## config.mk

```make
export PLATFORM = sky130hd
export DESIGN_NAME = calendar_month_layout
export DESIGN_NICKNAME = d
export VERILOG_FILES = /design/src/cml_pkg.sv /design/src/calendar_month_layout.sv /design/src/cml_datapath.sv /design/src/cml_ctrl.sv
export SDC_FILE = /design/constraint.sdc
export NUM_CORES = 1
export LEC_CHECK = 0
export ABC_AREA = 1
export BUFFER_PORTS_ARGS = -buffer_cell sky130_fd_sc_hd__buf_2
export CORE_ASPECT_RATIO = 1.75
export CORE_MARGIN = 2
export CORE_UTILIZATION = 45
export DETAILED_ROUTE_END_ITERATION = 8
export GPL_TIMING_DRIVEN = 0
export PLACE_DENSITY_LB_ADDON = 0.12
export REMOVE_ABC_BUFFERS = 1
export SYNTH_ARGS = -nofsm -noshare
export SYNTH_HDL_FRONTEND = slang
export SYNTH_HIERARCHICAL = 1
export SYNTH_SLANG_ARGS = --single-unit
```

## constraint.sdc

```tcl
create_clock -name clock -period 9.2 [get_ports clock]
set_clock_uncertainty 0.1 [all_clocks]
set_input_delay 0.92 -clock clock [delete_from_list [all_inputs] [get_ports clock]]
set_output_delay 0.92 -clock clock [all_outputs]
set_load 0.03 [all_outputs]
```

## src/cml_pkg.sv

```systemverilog
// Shared types, constants and month tables for the calendar month layout block.
package cml_pkg;

   // Field widths of the request and response beats
   localparam int MonthWidth   = 4;
   localparam int YearWidth    = 14;
   localparam int DayWidth     = 5;
   localparam int RowWidth     = 3;
   localparam int ColWidth     = 3;
   localparam int ReqDataWidth = 24;
   localparam int RspDataWidth = 16;

   // Range limits of the request
   localparam int MonthMin = 1;
   localparam int MonthMax = 12;
   localparam int YearMin  = 1;
   localparam int YearMax  = 9999;

   // Calendar constants
   localparam int YearChangeover  = 1752;
   localparam int YearCenturyRule = 1800;
   localparam int CenturyBase     = 1701;
   localparam int QuadCenturyBase = 1601;
   localparam int EpochWeekday    = 4;
   localparam int GregorianShift  = 3;
   localparam int DaysInWeek      = 7;
   localparam int MonthFebruary   = 2;
   localparam int MonthSeptember  = 9;
   localparam int SkipLastBefore  = 2;
   localparam int SkipResume      = 14;
   localparam int ChangeoverLast  = 30;

   // Reciprocal multipliers: x/100 exact below 43699, x/7 low by at most one
   localparam int Recip100      = 5243;
   localparam int Recip100Shift = 19;
   localparam int Recip7        = 9362;
   localparam int Recip7Shift   = 16;

   typedef enum logic [1:0] {
      KIND_COMMON     = 2'd0,
      KIND_LEAP       = 2'd1,
      KIND_CHANGEOVER = 2'd2
   } year_kind_type;

   // Commands from the controller to the datapath
   typedef struct packed {
      logic load;
      logic pass;
      logic div_en;
      logic sum_en;
      logic mul_en;
      logic fix_en;
      logic kind_en;
      logic month_step;
      logic emit_init;
      logic emit_advance;
   } cml_cmd_type;

   // Status from the datapath to the controller
   typedef struct packed {
      logic bad;
      logic month_done;
      logic beat_last;
   } cml_status_type;

   // Length of a month for a given year kind
   function automatic logic [DayWidth-1:0] month_len(input logic [MonthWidth-1:0] month,
                                                     input year_kind_type kind);
      logic [DayWidth-1:0] len;
      case (month)
         4'd1, 4'd3, 4'd5, 4'd7, 4'd8, 4'd10, 4'd12: begin
            len = 5'd31;
         end
         4'd4, 4'd6, 4'd11: begin
            len = 5'd30;
         end
         4'd9: begin
            len = (kind == KIND_CHANGEOVER) ? 5'd19 : 5'd30;
         end
         4'd2: begin
            len = (kind == KIND_COMMON) ? 5'd28 : 5'd29;
         end
         default: begin
            len = 5'd0;
         end
      endcase
      return len;
   endfunction

   // Month length modulo seven
   function automatic logic [ColWidth-1:0] len_mod7(input logic [DayWidth-1:0] len);
      logic [ColWidth-1:0] r;
      case (len)
         5'd28:   r = 3'd0;
         5'd29:   r = 3'd1;
         5'd30:   r = 3'd2;
         5'd31:   r = 3'd3;
         5'd19:   r = 3'd5;
         default: r = 3'd0;
      endcase
      return r;
   endfunction

endpackage

```

## src/calendar_month_layout.sv

```systemverilog
// Top level of the calendar month layout block.
// One request beat carries a month and a year; the block answers with one response
// beat per printed day of that month, in order, each giving the day number and its
// week row and weekday column (Sunday is column 0) in a six-row grid, with tlast on
// the final day. The weekday of January 1 follows the Julian calendar up to 1752 and
// the Gregorian calendar after it; September 1752 skips days 3 to 13. A month outside
// 1..12 or a year outside 1..9999 gives a single beat with tuser set and zero data.
// Requests are handled one at a time: a valid request is accepted, range checked, sent
// twice through the shared divide and modulo datapath (divide, sum, multiply, fix) for
// this year and the next, given its year kind, walked month by month to its offset and
// answered with one day beat per cycle while rsp_tready is high; a bad request goes from
// the range check straight to its error beat. A new request is taken only after the
// last beat of the previous one.
module calendar_month_layout (
   input  logic                               clock,
   input  logic                               reset,
   input  logic                               req_tvalid,
   output logic                               req_tready,
   input  logic [cml_pkg::ReqDataWidth-1:0]   req_tdata,  // month[3:0], year[17:4]
   output logic                               rsp_tvalid,
   input  logic                               rsp_tready,
   output logic [cml_pkg::RspDataWidth-1:0]   rsp_tdata,  // day_number[4:0], grid_row[7:5],
                                                          // grid_column[10:8]
   output logic                               rsp_tuser,  // bad_argument
   output logic                               rsp_tlast   // last
);
   import cml_pkg::*;

   cml_cmd_type    cmd;
   cml_status_type status;

   cml_ctrl u_ctrl (
      .clock      (clock),
      .reset      (reset),
      .req_tvalid (req_tvalid),
      .req_tready (req_tready),
      .rsp_tvalid (rsp_tvalid),
      .rsp_tready (rsp_tready),
      .status     (status),
      .cmd        (cmd)
   );

   cml_datapath u_datapath (
      .clock     (clock),
      .req_tdata (req_tdata),
      .cmd       (cmd),
      .status    (status),
      .rsp_tdata (rsp_tdata),
      .rsp_tuser (rsp_tuser),
      .rsp_tlast (rsp_tlast)
   );

`ifndef SYNTH
   // Error beat carries zero data and closes the request
   assert property (@(posedge clock) disable iff (reset)
      rsp_tvalid && rsp_tuser |-> (rsp_tdata == '0) && rsp_tlast)
      else $error("error beat with nonzero data or without tlast");

   // Day beats stay inside the grid
   assert property (@(posedge clock) disable iff (reset)
      rsp_tvalid && !rsp_tuser |-> (rsp_tdata[4:0] != 5'd0) && (rsp_tdata[7:5] <= 3'd5) &&
                                   (rsp_tdata[10:8] <= 3'd6))
      else $error("day beat outside the month grid");

   // No request is taken while beats are pending
   assert property (@(posedge clock) disable iff (reset)
      req_tready |-> !rsp_tvalid)
      else $error("request ready while a response is pending");

   // A taken beat that is not last is followed by the next beat
   assert property (@(posedge clock) disable iff (reset)
      rsp_tvalid && rsp_tready && !rsp_tlast |=> rsp_tvalid)
      else $error("response run ended without tlast");
`endif

endmodule

```

## src/cml_datapath.sv

```systemverilog
// Datapath: weekday arithmetic, month offset accumulation and day cell generation.
module cml_datapath (
   input  logic                               clock,
   input  logic [cml_pkg::ReqDataWidth-1:0]   req_tdata,
   input  cml_pkg::cml_cmd_type               cmd,
   output cml_pkg::cml_status_type            status,
   output logic [cml_pkg::RspDataWidth-1:0]   rsp_tdata,  // day_number, grid_row, grid_column
   output logic                               rsp_tuser,  // bad_argument
   output logic                               rsp_tlast
);
   import cml_pkg::*;

   logic [MonthWidth-1:0] month_ff;
   logic [YearWidth-1:0]  year_ff;
   logic [15:0]           base_ff;
   logic [7:0]            q100_ff;
   logic [5:0]            q400_ff;
   logic                  gt1800_ff;
   logic                  gt1752_ff;
   logic [15:0]           d_ff;
   logic [13:0]           q7_ff;
   logic [ColWidth-1:0]   wd0_ff;
   logic [ColWidth-1:0]   wd1_ff;
   year_kind_type         kind_ff;
   logic [MonthWidth-1:0] mcnt_ff;
   logic [DayWidth-1:0]   day_ff;
   logic [RowWidth-1:0]   row_ff;
   logic [ColWidth-1:0]   col_ff;
   logic                  bad_ff;
   logic                  last_ff;

   logic [YearWidth-1:0]  yr_op;
   logic [YearWidth-1:0]  x100;
   logic [YearWidth-1:0]  x400;
   logic [26:0]           p100;
   logic [26:0]           p400;
   logic [15:0]           base_in;
   logic [15:0]           d_in;
   logic [29:0]           p7;
   logic [15:0]           rem;
   logic [ColWidth-1:0]   wd_in;
   logic [3:0]            diff;
   logic [3:0]            diff_mod;
   year_kind_type         kind_in;
   logic [3:0]            col_sum;
   logic [ColWidth-1:0]   col_step;
   logic                  skip;
   logic [DayWidth-1:0]   last_day;
   logic [DayWidth-1:0]   day_next;
   logic [DayWidth-1:0]   day_in;
   logic [RowWidth-1:0]   row_in;
   logic [ColWidth-1:0]   col_in;
   logic                  last_in;
   logic                  bad_in;

   // Pick this year or the next one for the current weekday pass
   assign yr_op = cmd.pass ? (year_ff + 14'd1) : year_ff;

   // Century corrections by reciprocal multiply
   always_comb begin
      x100    = yr_op - 14'(CenturyBase);
      x400    = yr_op - 14'(QuadCenturyBase);
      p100    = 27'(x100) * 27'(Recip100);
      p400    = 27'(x400) * 27'(Recip100);
      base_in = 16'(EpochWeekday) + 16'(yr_op) + 16'((yr_op + 14'd3) >> 2);
   end

   // Sum the Julian base and the Gregorian corrections
   always_comb begin
      d_in = base_ff;
      if (gt1800_ff) begin
         d_in = d_in - 16'(q100_ff) + 16'(q400_ff);
      end
      if (gt1752_ff) begin
         d_in = d_in + 16'(GregorianShift);
      end
   end

   // Reduce modulo seven: quotient estimate, then one correction
   always_comb begin
      p7  = 30'(d_ff) * 30'(Recip7);
      rem = d_ff - {q7_ff[12:0], 3'b000} + 16'(q7_ff);
      if (rem >= 16'(DaysInWeek)) begin
         wd_in = 3'(rem - 16'(DaysInWeek));
      end else begin
         wd_in = rem[ColWidth-1:0];
      end
   end

   // Year kind from the weekday step between this year and the next
   always_comb begin
      diff = {1'b0, wd1_ff} + 4'(DaysInWeek) - {1'b0, wd0_ff};
      diff_mod = (diff >= 4'(DaysInWeek)) ? (diff - 4'(DaysInWeek)) : diff;
      case (diff_mod)
         4'd1:    kind_in = KIND_COMMON;
         4'd2:    kind_in = KIND_LEAP;
         default: kind_in = KIND_CHANGEOVER;
      endcase
   end

   // Advance the weekday offset by one whole month
   always_comb begin
      col_sum  = {1'b0, col_ff} + {1'b0, len_mod7(month_len(mcnt_ff, kind_ff))};
      col_step = (col_sum >= 4'(DaysInWeek)) ? 3'(col_sum - 4'(DaysInWeek))
                                              : col_sum[ColWidth-1:0];
   end

   // Day cell sequencing, with the changeover gap in September 1752
   always_comb begin
      skip     = (kind_ff == KIND_CHANGEOVER) && (month_ff == 4'(MonthSeptember));
      last_day = skip ? 5'(ChangeoverLast) : month_len(month_ff, kind_ff);
      bad_in   = (month_ff < 4'(MonthMin)) || (month_ff > 4'(MonthMax)) ||
                 (year_ff < 14'(YearMin)) || (year_ff > 14'(YearMax));
      day_next = (skip && (day_ff == 5'(SkipLastBefore))) ? 5'(SkipResume)
                                                          : (day_ff + 5'd1);
      day_in   = day_ff;
      row_in   = row_ff;
      col_in   = col_ff;
      last_in  = last_ff;
      if (cmd.emit_init) begin
         if (bad_in) begin
            day_in  = '0;
            row_in  = '0;
            col_in  = '0;
            last_in = 1'b1;
         end else begin
            day_in  = 5'd1;
            row_in  = '0;
            last_in = (last_day == 5'd1);
         end
      end else if (cmd.emit_advance) begin
         day_in  = day_next;
         last_in = (day_next == last_day);
         if (col_ff == 3'(DaysInWeek - 1)) begin
            col_in = '0;
            row_in = row_ff + 3'd1;
         end else begin
            col_in = col_ff + 3'd1;
         end
      end else if (cmd.kind_en) begin
         col_in = wd0_ff;
      end else if (cmd.month_step) begin
         col_in = col_step;
      end
   end

   // Datapath registers
   always_ff @(posedge clock) begin
      if (cmd.load) begin
         month_ff <= req_tdata[MonthWidth-1:0];
         year_ff  <= req_tdata[MonthWidth +: YearWidth];
      end
      if (cmd.div_en) begin
         base_ff   <= base_in;
         q100_ff   <= p100[Recip100Shift +: 8];
         q400_ff   <= p400[Recip100Shift + 2 +: 6];
         gt1800_ff <= (yr_op > 14'(YearCenturyRule));
         gt1752_ff <= (yr_op > 14'(YearChangeover));
      end
      if (cmd.sum_en) begin
         d_ff <= d_in;
      end
      if (cmd.mul_en) begin
         q7_ff <= p7[Recip7Shift +: 14];
      end
      if (cmd.fix_en) begin
         if (cmd.pass) begin
            wd1_ff <= wd_in;
         end else begin
            wd0_ff <= wd_in;
         end
      end
      if (cmd.kind_en) begin
         kind_ff <= kind_in;
         mcnt_ff <= 4'd1;
      end else if (cmd.month_step) begin
         mcnt_ff <= mcnt_ff + 4'd1;
      end
      if (cmd.emit_init) begin
         bad_ff <= bad_in;
      end
      day_ff  <= day_in;
      row_ff  <= row_in;
      col_ff  <= col_in;
      last_ff <= last_in;
   end

   assign status.bad        = bad_in;
   assign status.month_done = (mcnt_ff == month_ff);
   assign status.beat_last  = last_ff;

   assign rsp_tdata = {5'b00000, col_ff, row_ff, day_ff};
   assign rsp_tuser = bad_ff;
   assign rsp_tlast = last_ff;

endmodule

```

## src/cml_ctrl.sv

```systemverilog
// Controller: sequences the weekday passes, the month walk and the beat emission.
module cml_ctrl (
   input  logic                     clock,
   input  logic                     reset,
   input  logic                     req_tvalid,
   output logic                     req_tready,
   output logic                     rsp_tvalid,
   input  logic                     rsp_tready,
   input  cml_pkg::cml_status_type  status,
   output cml_pkg::cml_cmd_type     cmd
);
   import cml_pkg::*;

   typedef enum logic [8:0] {
      ST_IDLE  = 9'b000000001,
      ST_CHECK = 9'b000000010,
      ST_DIV   = 9'b000000100,
      ST_SUM   = 9'b000001000,
      ST_MUL   = 9'b000010000,
      ST_FIX   = 9'b000100000,
      ST_KIND  = 9'b001000000,
      ST_MONTH = 9'b010000000,
      ST_EMIT  = 9'b100000000
   } state_type;

   state_type state_ff;
   state_type state_in;
   logic      pass_ff;
   logic      pass_in;

   assign req_tready = (state_ff == ST_IDLE);
   assign rsp_tvalid = (state_ff == ST_EMIT);

   // Next state and commands
   always_comb begin
      state_in = state_ff;
      pass_in  = pass_ff;
      cmd      = '0;
      cmd.pass = pass_ff;
      case (state_ff)
         ST_IDLE: begin
            if (req_tvalid) begin
               cmd.load = 1'b1;
               state_in = ST_CHECK;
            end
         end
         ST_CHECK: begin
            pass_in = 1'b0;
            if (status.bad) begin
               cmd.emit_init = 1'b1;
               state_in      = ST_EMIT;
            end else begin
               state_in = ST_DIV;
            end
         end
         ST_DIV: begin
            cmd.div_en = 1'b1;
            state_in   = ST_SUM;
         end
         ST_SUM: begin
            cmd.sum_en = 1'b1;
            state_in   = ST_MUL;
         end
         ST_MUL: begin
            cmd.mul_en = 1'b1;
            state_in   = ST_FIX;
         end
         ST_FIX: begin
            cmd.fix_en = 1'b1;
            if (pass_ff) begin
               pass_in  = 1'b0;
               state_in = ST_KIND;
            end else begin
               pass_in  = 1'b1;
               state_in = ST_DIV;
            end
         end
         ST_KIND: begin
            cmd.kind_en = 1'b1;
            state_in    = ST_MONTH;
         end
         ST_MONTH: begin
            if (status.month_done) begin
               cmd.emit_init = 1'b1;
               state_in      = ST_EMIT;
            end else begin
               cmd.month_step = 1'b1;
            end
         end
         ST_EMIT: begin
            if (rsp_tready) begin
               if (status.beat_last) begin
                  state_in = ST_IDLE;
               end else begin
                  cmd.emit_advance = 1'b1;
               end
            end
         end
         default: begin
            state_in = ST_IDLE;
         end
      endcase
   end

   // State registers
   always_ff @(posedge clock) begin
      if (reset) begin
         state_ff <= ST_IDLE;
         pass_ff  <= 1'b0;
      end else begin
         state_ff <= state_in;
         pass_ff  <= pass_in;
      end
   end

endmodule

```

==> metrics.md <==
| Metric | Value |
|---|---|
| Final setup violation count | 0 |
| Worst setup slack before clock tree synthesis | 921 ps |
| Cell Count, Final, Fillers Out | 3113 |
| Synth Flop Type | edfxtp_1 |
| Top cell type's share of synthesized area | 22.3% |
| Total standard cell area after synthesis | 19400 sq um |
| Die Span Y | 279 um |
| Max stage delay cell, worst path | nor4_1 |
| GR Util All Layers | 23.4% |
| 1st-iter DRT viols | 597 |
| Unrepaired setup endpoints after global routing | no |
| Main combinational cell family by area after synthesis | adder cells |
| Parity-gate share of the synthesized area counting xor and xnor cells | 4.44% |
| Number of nets in the finished design | 3075 |
| Setup crit end kind | flip-flop |
| Wire length per cell | 16.3 um |
| Kind of critical path | flip-flop to flip-flop |
| Slowest cell delay on critical path | 540 ps |
| Family of cells with the greatest summed delay on the critical path | adder cells |
| Boundary pin count | 48 |
| First-pass GRT wire length | 82.3 mm |
| Maximum operating frequency | 123 MHz |
| Starting Density | 45.6% |
| Number of distinct library cell variants in the gate-level netlist after synthesis | 57 |
| Most common cell after layout, fill and taps aside | inv_1 |
| Final count of pins violating max slew | 0 |
| Most used cells in the layout excluding fill and tap cells | inv_1, nand2_1, ha_1 |
| Adder and majority gate portion of the synthesized area | 39.1% |
| DRC viols | 0 |
| Synth Register Bits | 114 |
| Slew at the pin with the worst max-slew slack | 1180 ps |
| Number of enable-type register cells in the synthesized netlist | 97 |
| DP HPWL | 45.5 mm |
| Critical path required time | 9270 ps |
| Synth area leader | ha_1 |
| Share of synthesized registers carrying an async set or reset | 0% |
| Total number of vias | 15800 |
| Clock latency on the worst-skew pair | 430 ps |
| Period Utilization, post-route | 88.7% |
| Clock root buffer | clkbuf_16 |
| Total clock sinks | 114 |
| Number of gates resized after CTS | 0 |
| Die Outline Area | 44900 sq um |
| Final hold viol count | 0 |
| CP most frequent cell | inv_1 |
| Die width | 161 um |
| Area of the core region | 42500 sq um |
| Post-detailed-route count of antenna-violating nets | 0 |
| Post-Synthesis Mean Instance Area | 7.80 sq um |
| TritonCTS clock tree | built |
| Largest net degree at the start of global routing | 33 |
| Synth Area in Simple Gates | 19.7% |
| Hold/Removal Path Class | flip-flop to flip-flop |
| Hold buffers post-CTS | 0 |
| Share of cell area taken by muxes after synthesis | 0% |
| Clock transition at path regs | 60 ps |
| Setup slack after layout | 1040 ps |
| Ratio of routed vias to standard cells | 5.09 |
| Post-synthesis cell count | 2489 |
| Synth top area cells | ha_1, fa_1, edfxtp_1, inv_1, nand2_1 |
| Vias in the first global route | 16700 |
| GR Overflow Total | 0 |
| Data arrival time of the worst path | 8230 ps |
| Clock period minus worst slack | 8160 ps |
| Element type at the critical path start | flip-flop |
| Total number of H-tree levels | 4 |
| Number of setup buffers added after CTS | 0 |
| Buffers & Inverters on Critical Path | 8 |
| Fraction of final layout cells with drive strength greater than 1 | 5.37% |
| Initial antenna violation count | 2 |
| Synth warnings | 6 |
| Maxcap violations | 0 |
| Share of the synthesized area in compound gates (AO/OA/AOI/OAI) | 7.38% |
| Final Routed Wirelength | 50.8 mm |
| Worst slew slack as a fraction of its limit | 21.3% |
| Number of buffers inserted by port buffering | 36 |
| Number of detailed-routing iterations run before antenna repair | 5 |
| Number of buffers added by the clock tree synthesis step | 17 |
| Total negative slack for setup checks | 0 ps |
| R2r setup slk | 1040 ps |
| Status | finished, final reports clean |
| Max Buffers Root-to-Sink | 2 |
| Count of placed standard cells including taps | 3080 |
| Maximum net fanout on the critical path | 10 |
| Share of the yosys chip area belonging to registers | 16.8% |
| GP Congestion | 0.911 |
| Rows | 100 |
| Area Growth Syn to Fin | 7.38% |
-- cell usage after synthesis (3+ instances only) --
library cell,number
nand2_4,3
nand2_2,14
o21ai_1,6
nand3b_1,7
fa_1,163
nand3_1,136
ha_1,346
buf_4,8
o2111ai_1,5
or2_2,7
nor2_1,169
edfxtp_1,97
nor3_1,18
nand4_1,27
o21bai_1,6
o31ai_1,7
o21a_1,5
a21oi_1,116
nor2_4,5
o21ai_2,3
o211ai_1,8
a211oi_1,4
xor2_1,64
a21o_1,7
inv_1,614
xnor2_1,22
dfxtp_1,17
a31oi_1,6
inv_2,15
nand2_1,459
o21ai_0,71
nand3_2,4
xor2_2,5
nor4_1,15
nor2_2,4
-- path summary, 6_finish.rpt --
| path | cells after the start | to | startpoint |
|---|---|---|---|
| min reg2reg | 2 | u_datapath/row_ff[2] | u_datapath/row_ff[2] |
| max | 31 | u_datapath/q100_ff[5] | u_datapath/year_ff[0] |
| min | 2 | u_datapath/row_ff[2] | u_datapath/row_ff[2] |
| max reg2reg | 31 | u_datapath/q100_ff[5] | u_datapath/year_ff[0] |
-- routing by layer --
| metal | global-route usage (%) | vias to the layer above | wire [um] |
|---|---|---|---|
| met5 | 0 | - | 17 |
| met4 | 12.2 | 2 | 2690 |
| met3 | 1.52 | 96 | 820 |
| met2 | 50.1 | 227 | 30500 |
| met1 | 21.0 | 7523 | 16800 |
| li1 | - | 7986 | - |
-- area by class of cell --
cell class              count  area (sq um)
fillers                  4299         21700
multi-input cells        1736         13700
flip-flops and latches    114          3250
inverters                 631          2370
well taps                 561           702
clock buffers              18           429
repair buffers             38           203
clock inverters            14           155
diodes                      1          2.50
-- kinds of logic after synthesis --
group | after synthesis
other | 1
DFF | 114
AOI/OAI and AO/OA | 253
buffers and inverters | 643
and+or+nand+nor | 877
xor gates and xnor gates | 92
adders and majority gates | 509
-- worst reg2reg max path: cells and delay by family, from the launching register on --
family / cells / cell delay (ps)
flops: 1 / 470
xor+xnor: 1 / 150
simple gates: 8 / 1810
fa+ha+maj: 8 / 2930
buf+inv: 8 / 950
compound gates: 6 / 1490
-- flip-flops by register name, indices dropped and copies added (netlist names), 3 cells and up --
register and cells:
u_datapath/mcnt_ff 4, u_datapath/day_ff 5, u_ctrl/state_ff 9, u_datapath/row_ff 3, u_datapath/month_ff 4, u_datapath/wd0_ff 3, u_datapath/year_ff 14, u_datapath/base_ff 15
u_datapath/wd1_ff 3, u_datapath/d_ff 16, u_datapath/q7_ff 14, u_datapath/q400_ff 6, u_datapath/col_ff 3, u_datapath/q100_ff 8
-- per-stage QoR --
step | cell area [sq um] | utilization, % | hold WS (ps)
floorplan | 19300 | - | 391
detailed placement | 20200 | 47.6 | 376
global placement | 20200 | 47.5 | 364
CTS | 20800 | 49.0 | 385
finish | 20800 | 49.0 | 379
global route | 20800 | 49.0 | 400
Power is left out: the tool's default activity adds up to more than one toggle a clock period on the data nets, which glitch-free logic cannot reach.
